--- src/sv/rrps_pkg.sv ---
// ----------------------------------------------------------------------------
// rrps_pkg
// Shared constants and types of the round-robin process scheduler.
// ----------------------------------------------------------------------------
`default_nettype none

package rrps_pkg;

  // Process table size, a fixed index width and derived widths
  localparam int NUM_PROCS = 6;
  localparam int IDX_W     = 3;
  localparam int CNT_W     = (NUM_PROCS > 1) ? $clog2(NUM_PROCS) : 1;
  localparam int MODE_W    = 2;

  localparam logic [IDX_W-1:0] LAST_IDX   = IDX_W'(NUM_PROCS - 1);
  localparam logic [CNT_W-1:0] LAST_CNT   = CNT_W'(NUM_PROCS - 1);
  localparam logic [IDX_W:0]   PROC_LIMIT = (IDX_W + 1)'(NUM_PROCS);

  // What the scan of the current event looks for
  typedef enum logic [1:0] {
    EV_NONE    = 2'd0,   // ignored event: report status only
    EV_SCHED   = 2'd1,   // find next ready process after current
    EV_UNBLOCK = 2'd2    // find lowest-index blocked process
  } ev_kind_t;

  // Controller -> datapath commands
  typedef struct packed {
    logic accept;   // capture event, apply io block, arm scan
    logic step;     // advance scan pointer
    logic commit;   // act on the process under the scan pointer
    logic emit;     // register result and pulse done
  } dp_cmd_t;

  // Datapath -> controller status
  typedef struct packed {
    ev_kind_t kind;
    logic     hit;    // entry under the pointer matches the scan target
    logic     last;   // pointer is on the final candidate
  } dp_sts_t;

endpackage

`default_nettype wire

--- src/sv/rrps_datapath.sv ---
// ----------------------------------------------------------------------------
// rrps_datapath
// Process state table, current process, scan pointer and result registers.
// ----------------------------------------------------------------------------
`default_nettype none

module rrps_datapath (
  input  logic                        clk,
  input  logic                        rst,
  input  rrps_pkg::dp_cmd_t           cmd,
  output rrps_pkg::dp_sts_t           sts,
  input  logic [rrps_pkg::MODE_W-1:0] mode,
  input  logic [rrps_pkg::IDX_W-1:0]  proc_index,
  output logic                        done,
  output logic                        stop_valid,
  output logic [rrps_pkg::IDX_W-1:0]  stop_index,
  output logic                        start_valid,
  output logic [rrps_pkg::IDX_W-1:0]  start_index,
  output logic                        idle,
  output logic [rrps_pkg::IDX_W-1:0]  current_index
);
  import rrps_pkg::*;

  typedef enum logic [1:0] {
    PS_READY   = 2'd0,
    PS_RUNNING = 2'd1,
    PS_BLOCKED = 2'd2
  } proc_state_t;

  localparam logic [MODE_W-1:0] MODE_TICK    = 2'd0;
  localparam logic [MODE_W-1:0] MODE_IO_DONE = 2'd1;
  localparam logic [MODE_W-1:0] MODE_IO_REQ  = 2'd2;

  proc_state_t      proc_state [NUM_PROCS];
  logic [IDX_W-1:0] current;
  logic             cur_running;   // proc_state[current] == PS_RUNNING
  ev_kind_t         kind;
  logic [IDX_W-1:0] ptr;
  logic [CNT_W-1:0] cnt;
  logic             stop_v;
  logic [IDX_W-1:0] stop_i;
  logic             start_v;
  logic [IDX_W-1:0] start_i;

  ev_kind_t         kind_in;
  logic             req_ok;
  logic [IDX_W-1:0] after_cur;
  logic [IDX_W-1:0] ptr_inc;
  proc_state_t      target;

  // Event decode
  assign req_ok = ({1'b0, proc_index} < PROC_LIMIT);

  always_comb begin
    case (mode)
      MODE_TICK:    kind_in = EV_SCHED;
      MODE_IO_DONE: kind_in = EV_UNBLOCK;
      MODE_IO_REQ:  kind_in = req_ok ? EV_SCHED : EV_NONE;
      default:      kind_in = EV_NONE;
    endcase
  end

  // Circular successors
  assign after_cur = (current == LAST_IDX) ? '0 : current + 1'b1;
  assign ptr_inc   = (ptr == LAST_IDX) ? '0 : ptr + 1'b1;

  // Scan compare
  assign target   = (kind == EV_UNBLOCK) ? PS_BLOCKED : PS_READY;
  assign sts.kind = kind;
  assign sts.hit  = (proc_state[ptr] == target);
  assign sts.last = (cnt == LAST_CNT);

  // Control state: process table, current process, event kind, strobe
  always_ff @(posedge clk) begin
    if (rst) begin
      // process 0 runs, all others wait in ready
      for (int i = 0; i < NUM_PROCS; i++) begin
        proc_state[i] <= (i == 0) ? PS_RUNNING : PS_READY;
      end
      current       <= '0;
      cur_running   <= 1'b1;
      kind          <= EV_NONE;
      done          <= 1'b0;
    end else begin
      done <= cmd.emit;
      if (cmd.accept) begin
        kind <= kind_in;
        if (mode == MODE_IO_REQ && req_ok) begin
          proc_state[proc_index] <= PS_BLOCKED;
          if (proc_index == current) begin
            cur_running <= 1'b0;
          end
        end
      end
      if (cmd.commit) begin
        if (kind == EV_UNBLOCK) begin
          proc_state[ptr] <= PS_READY;
        end else begin
          if (cur_running) begin
            proc_state[current] <= PS_READY;
          end
          proc_state[ptr] <= PS_RUNNING;
          current         <= ptr;
          cur_running     <= 1'b1;
        end
      end
    end
  end

  // Scan pointer, pending result and output registers
  always_ff @(posedge clk) begin
    if (cmd.accept) begin
      ptr     <= (kind_in == EV_UNBLOCK) ? '0 : after_cur;
      cnt     <= '0;
      stop_v  <= 1'b0;
      stop_i  <= '0;
      start_v <= 1'b0;
      start_i <= '0;
    end
    if (cmd.step) begin
      ptr <= ptr_inc;
      cnt <= cnt + 1'b1;
    end
    if (cmd.commit && kind == EV_SCHED) begin
      if (cur_running) begin
        stop_v <= 1'b1;
        stop_i <= current;
      end
      start_v <= 1'b1;
      start_i <= ptr;
    end
    if (cmd.emit) begin
      stop_valid    <= stop_v;
      stop_index    <= stop_i;
      start_valid   <= start_v;
      start_index   <= start_i;
      idle          <= ~cur_running;
      current_index <= current;
    end
  end

endmodule

`default_nettype wire

--- src/sv/rrps_ctrl.sv ---
// ----------------------------------------------------------------------------
// rrps_ctrl
// Sequencer: accepts an event, steps the table scan, commits and reports.
// ----------------------------------------------------------------------------
`default_nettype none

module rrps_ctrl (
  input  logic              clk,
  input  logic              rst,
  input  logic              start,
  output logic              busy,
  input  rrps_pkg::dp_sts_t sts,
  output rrps_pkg::dp_cmd_t cmd
);
  import rrps_pkg::*;

  typedef enum logic [1:0] {
    S_IDLE = 2'd0,
    S_SCAN = 2'd1,
    S_DONE = 2'd2
  } state_t;

  state_t state;
  state_t state_next;

  // Next state and commands
  always_comb begin
    state_next = state;
    cmd        = '0;
    case (state)
      S_IDLE: begin
        if (start) begin
          cmd.accept = 1'b1;
          state_next = S_SCAN;
        end
      end
      S_SCAN: begin
        if (sts.kind == EV_NONE) begin
          state_next = S_DONE;
        end else if (sts.hit) begin
          cmd.commit = 1'b1;
          state_next = S_DONE;
        end else if (sts.last) begin
          state_next = S_DONE;   // nothing found: no change
        end else begin
          cmd.step = 1'b1;
        end
      end
      S_DONE: begin
        cmd.emit   = 1'b1;
        state_next = S_IDLE;
      end
      default: begin
        state_next = S_IDLE;
      end
    endcase
  end

  // State and busy flag
  always_ff @(posedge clk) begin
    if (rst) begin
      state <= S_IDLE;
      busy  <= 1'b0;
    end else begin
      state <= state_next;
      busy  <= (state_next != S_IDLE);
    end
  end

endmodule

`default_nettype wire

--- src/sv/round_robin_process_scheduler.sv ---
// ----------------------------------------------------------------------------
// round_robin_process_scheduler
// Round-robin scheduler over a small process table with io blocking.
// ----------------------------------------------------------------------------
//
//  Channel  | Handshake              | Payload
//  ---------+------------------------+--------------------------------------
//  event    | start, busy            | mode, proc_index
//  result   | done (one-cycle pulse) | stop_valid, stop_index, start_valid,
//           |                        | start_index, idle, current_index
//
//  An event is taken when start is high and busy is low. The sequencer then
//  walks the process table one entry per cycle (up to NUM_PROCS entries,
//  stopping at a match), then registers the result and pulses done. busy
//  drops the cycle done is shown, so the next event may be taken then. rst is
//  synchronous and puts process 0 in running, the others in ready. Results
//  are not held off.
// ----------------------------------------------------------------------------
`default_nettype none

module round_robin_process_scheduler (
  input  logic                        clk,
  input  logic                        rst,
  input  logic                        start,
  output logic                        busy,
  input  logic [rrps_pkg::MODE_W-1:0] mode,
  input  logic [rrps_pkg::IDX_W-1:0]  proc_index,
  output logic                        done,
  output logic                        stop_valid,
  output logic [rrps_pkg::IDX_W-1:0]  stop_index,
  output logic                        start_valid,
  output logic [rrps_pkg::IDX_W-1:0]  start_index,
  output logic                        idle,
  output logic [rrps_pkg::IDX_W-1:0]  current_index
);
  import rrps_pkg::*;

  dp_cmd_t cmd;
  dp_sts_t sts;

  // Sequencer
  rrps_ctrl u_ctrl (
    .clk   (clk),
    .rst   (rst),
    .start (start),
    .busy  (busy),
    .sts   (sts),
    .cmd   (cmd)
  );

  // Process table and result path
  rrps_datapath u_datapath (
    .clk           (clk),
    .rst           (rst),
    .cmd           (cmd),
    .sts           (sts),
    .mode          (mode),
    .proc_index    (proc_index),
    .done          (done),
    .stop_valid    (stop_valid),
    .stop_index    (stop_index),
    .start_valid   (start_valid),
    .start_index   (start_index),
    .idle          (idle),
    .current_index (current_index)
  );

endmodule

`default_nettype wire

--- config.mk ---
export PLATFORM = sky130hd
export DESIGN_NAME = round_robin_process_scheduler
export DESIGN_NICKNAME = d
export VERILOG_FILES = /design/src/sv/rrps_pkg.sv /design/src/sv/rrps_datapath.sv /design/src/sv/rrps_ctrl.sv /design/src/sv/round_robin_process_scheduler.sv
export SDC_FILE = /design/constraint.sdc
export NUM_CORES = 1
export LEC_CHECK = 0
export BUFFER_PORTS_ARGS = -buffer_cell sky130_fd_sc_hd__buf_2
export CORE_AREA = 2 2 86 97
export CTS_CLUSTER_SIZE = 16
export DETAILED_ROUTE_END_ITERATION = 10
export DIE_AREA = 0 0 88 99
export GPL_TIMING_DRIVEN = 0
export SLEW_MARGIN = 20
export SYNTH_ARGS = -nofsm -noshare
export SYNTH_HDL_FRONTEND = slang
export SYNTH_HIERARCHICAL = 1
export SYNTH_SLANG_ARGS = --single-unit
export TNS_END_PERCENT = 1
--- constraint.sdc ---
create_clock -name clk -period 3.65 [get_ports clk]
set_clock_uncertainty 0.15 [all_clocks]
set_input_delay 0.1825 -clock clk [delete_from_list [all_inputs] [get_ports clk]]
set_output_delay 0.1825 -clock clk [all_outputs]
set_load 0.005 [all_outputs]
==> impl_results.md <==
* Wirelength, routed at 5550 um
* Clock-pin slew on the worst setup and hold paths at 0.09 ns
* Seq/Total Area, Yosys at approximately half
* Cells after synthesis at 231
* Register bit count reported by yosys at 55
* Final setup viols at 0
* Slew margin rel. at 62.3%
* Tmin final at 3.28 ns
* Hold EP: u_ctrl/busy
* M1 WL at 2560 um
* Hold Startpoint: rst
* Unrepaired setup endpoints after global routing: false
* Slew Limit Fails at 0
* Final GP Congestion at slightly above 0.8
* Initial Util at 34.3%
* Vias/cell at 5.00
* WL met2 at 2660 um
* Worst EP required at 3.67 ns
* Synth area leader: dfxtp_1
* Antenna violations before repair at 0
* Post-synthesis cell area at about 0.0026 mm2
* Crit-path slowest cell: mux4_1
* Asr flop ratio synth at 0%
* Hold Vio Cnt, Final at 0
* Synth Warn # at 6
* Post-synth cell types at between 60 and 70
* Crit Path Class: reg2reg
* Number of synthesized flops with an enable pin at 21
* Status: finished, final reports clean
* R2R cell count at 8
* First-pass GRT wire length at ~9400 um
* CORE AREA at slightly below 0.008 mm2
* DR WL met3 at about 240 um
* CP Data Arrival Time at 3.31 ns
* Delay-heaviest family, CP: simple AND/OR/NAND/NOR gates
* Drc violations at 0
* Vias in the first global route at 1,919
* Fin area at 0.00297 mm2
* Worst-path cell chain: mux4_1 -> mux2_2 -> a21oi_1 -> and4b_2 -> buf_2 -> nand4_1 -> nor3b_4 -> a31oi_1
* ANT cells at 0
* Clk Latency, worst-skew pair at 0.32 ns
* Row cnt at 34
* Fillers at roughly 740
* Largest net degree at the start of global routing at 19
* Setup_tns at 0 ns
* Die width at 88 um
* Ports at 22
* R2r endpoint: u_datapath/proc_state[7][0]
* Drt wl/cell at 15.1 um
* Fmax at 0.305 GHz
* Min-delay worst type: in2reg
* Die Area at 0.00871 mm2
* Via count at 1,834
* Max-capacitance violation count at 0
* Fin crit share at 89.9%
* Total congestion overflow at 0
* Initial drt markers at roughly 110
* Top Layer Used: met4
* Clock Path Buffers at 2
* CTS Root Cell: clkbuf_8
* Die height at 99 um
* Syn avg cell area at 11.4 um2
* TritonCTS clock tree: done
* Area fraction of the dominant cell type after synthesis at 25.8%
* Crit-path max FO at 10
* Leakage at between 1 and 1.5 nW
* HPWL after detailed placement at 4060 um
* Pre-antenna DRT Iters at 4
* Layout Nets at 268
* Worst path bufs/invs at 1
* Pwr dens at between 300 and 400 mW/mm2
* Post-Place Cell Area at 0.00287 mm2
* Layout cells sized above 1 at 25.5%
* CP max stage delay at 0.60 ns
* Worst Setup End Kind: register
* CTS H-tree depth at 2
* ANT nets after route at 0
* Clock sinks at 55
* Worst-Margin Slew at 0.566 ns
* Post-CTS setup repair buffer count at 0
* Area Overhead vs Synth at 12.5%
* Synth top area cells: dfxtp_1, edfxtp_1, mux2i_1
* GRT Util Overall at 13.9%
* Max VDD drop at 0.201 mV
* TritonCTS Buffers at 5
* Critical path launch point type: register
* R2R Setup Slk at between 0.3 and 0.4 ns
* Ys flop type: dfxtp_1
* WHS Path Cells at 2
* Synth Net Count at 241
* IO buf count at 19
[report_power, final]
part	switching (mW)	internal, mW
clock network	0.201	0.137
registers	0.0174	0.658
logic	0.0612	0.0469
total	0.279	0.842
[worst register-to-register path, cell delays in order (launching register included)]
cell     delay (ns)
dfxtp_1        0.47
mux4_1         0.60
mux2_2         0.29
a21oi_1        0.25
and4b_2        0.27
buf_2          0.22
nand4_1        0.25
nor3b_4        0.50
a31oi_1        0.15
[stage by stage]
step	utilization (%)	setup slack (ns)	cells	hold slack, ns	power, mW
2_1_floorplan	-	0.767	231	0.109	0.761
3_3_place_gp	37.3	0.324	358	0.252	0.795
3_5_place_dp	37.3	0.353	358	0.258	0.796
4_1_cts	38.6	0.328	367	0.0557	1.13
5_1_grt	38.6	0.164	367	0.0799	1.18
6_report	38.6	0.369	367	0.0627	1.12
[sequential cells by signal (all words and copies together), names as in the netlist, named ones only]
name                      cells
u_datapath/ptr                3
u_datapath/kind               2
u_datapath/proc_state        16
u_datapath/idle               1
u_datapath/current_index      3
u_datapath/start_i            3
u_datapath/stop_index         3
u_ctrl/busy                   1
u_ctrl/state                  2
u_datapath/cnt                3
u_datapath/stop_v             1
u_datapath/cur_running        1
u_datapath/done               1
u_datapath/current            3
u_datapath/start_v            1
u_datapath/start_index        3
u_datapath/stop_valid         1
u_datapath/start_valid        1
u_datapath/stop_i             3
[final cells by class]
| cell class | count | area [um2] | area share [%] |
|---|---|---|---|
| well taps | 108 | 135 | 4.54 |
| inverters | 8 | 30.0 | 1.01 |
| flip-flops and latches | 55 | 1310 | 44.1 |
| clock inverters | 3 | 22.5 | 0.757 |
| plain buffers | 13 | 72.6 | 2.44 |
| clock buffers | 5 | 68.8 | 2.31 |
| repair buffers | 20 | 105 | 3.53 |
| multi-input cells | 155 | 1230 | 41.3 |
[layer usage]
| layer | GRT usage, % | vias to the layer above |
|---|---|---|
| met5 | 0 | - |
| met4 | 5.92 | 0 |
| met3 | 2.43 | 5 |
| met2 | 22.3 | 51 |
| met1 | 18.1 | 865 |
| li1 | - | 913 |
[cell usage in the layout (no fill, tap or decap), types with 2 or more instances in the layout]
cell and n:
a211oi_1 2, a21oi_1 9, a221oi_2 3, a22o_1 3, a22oi_1 2, a31oi_1 6
and2_1 4, and2b_1 2, and4b_2 2, buf_2 26, buf_4 2, clkbuf_1 3
clkbuf_8 5, dfxtp_1 34, edfxtp_1 21, ha_1 2, inv_1 7, mux2_2 7
mux2i_1 8, mux4_1 3, nand2_1 16, nand2b_1 4, nand3_1 5, nand3b_1 2
nor2_1 14, nor2b_1 7, nor3_1 4, nor3_4 2, nor4b_1 2, o21ai_0 4
or2_2 3, or4b_1 2, xnor2_1 2, xor2_1 3
[cell families after synthesis]
family	share of synthesized area, %
XOR/XNOR	2.27
AO/OA/AOI/OAI	12.4
buffers and inverters	3.88
flip-flops	49.6
AND/OR/NAND/NOR	21.0
multiplexers	9.85
adder cells (fa/ha/maj)	0.947
[worst max-delay path by stage]
| stage | from | to | depth (start not counted) |
|---|---|---|---|
| after CTS | register | u_datapath/proc_state[7][0] | 8 |
| after global placement | register | u_datapath/proc_state[1][1] | 8 |
| final | register | u_datapath/proc_state[7][0] | 8 |
| after global routing | register | u_datapath/proc_state[7][0] | 8 |
| after floorplan | register | register | 9 |
| after detailed placement | register | u_datapath/proc_state[7][0] | 8 |
[cell usage after synthesis (4+ instances only)]
library cell / count
a21oi_1: 9
a31oi_1: 6
and2_1: 4
buf_2: 7
dfxtp_1: 34
edfxtp_1: 21
inv_1: 7
mux2_2: 7
mux2i_1: 8
nand2_1: 16
nand2b_1: 4
nand3_1: 5
nor2_1: 14
nor2b_1: 7
nor3_1: 4
o21ai_0: 4
[timing repair]
item	CTS	global route
endpoints found under the hold margin	1	0
resized for setup	0	0
hold buffers	1	0
No activity file was read; power rests on OpenSTA's default activity.
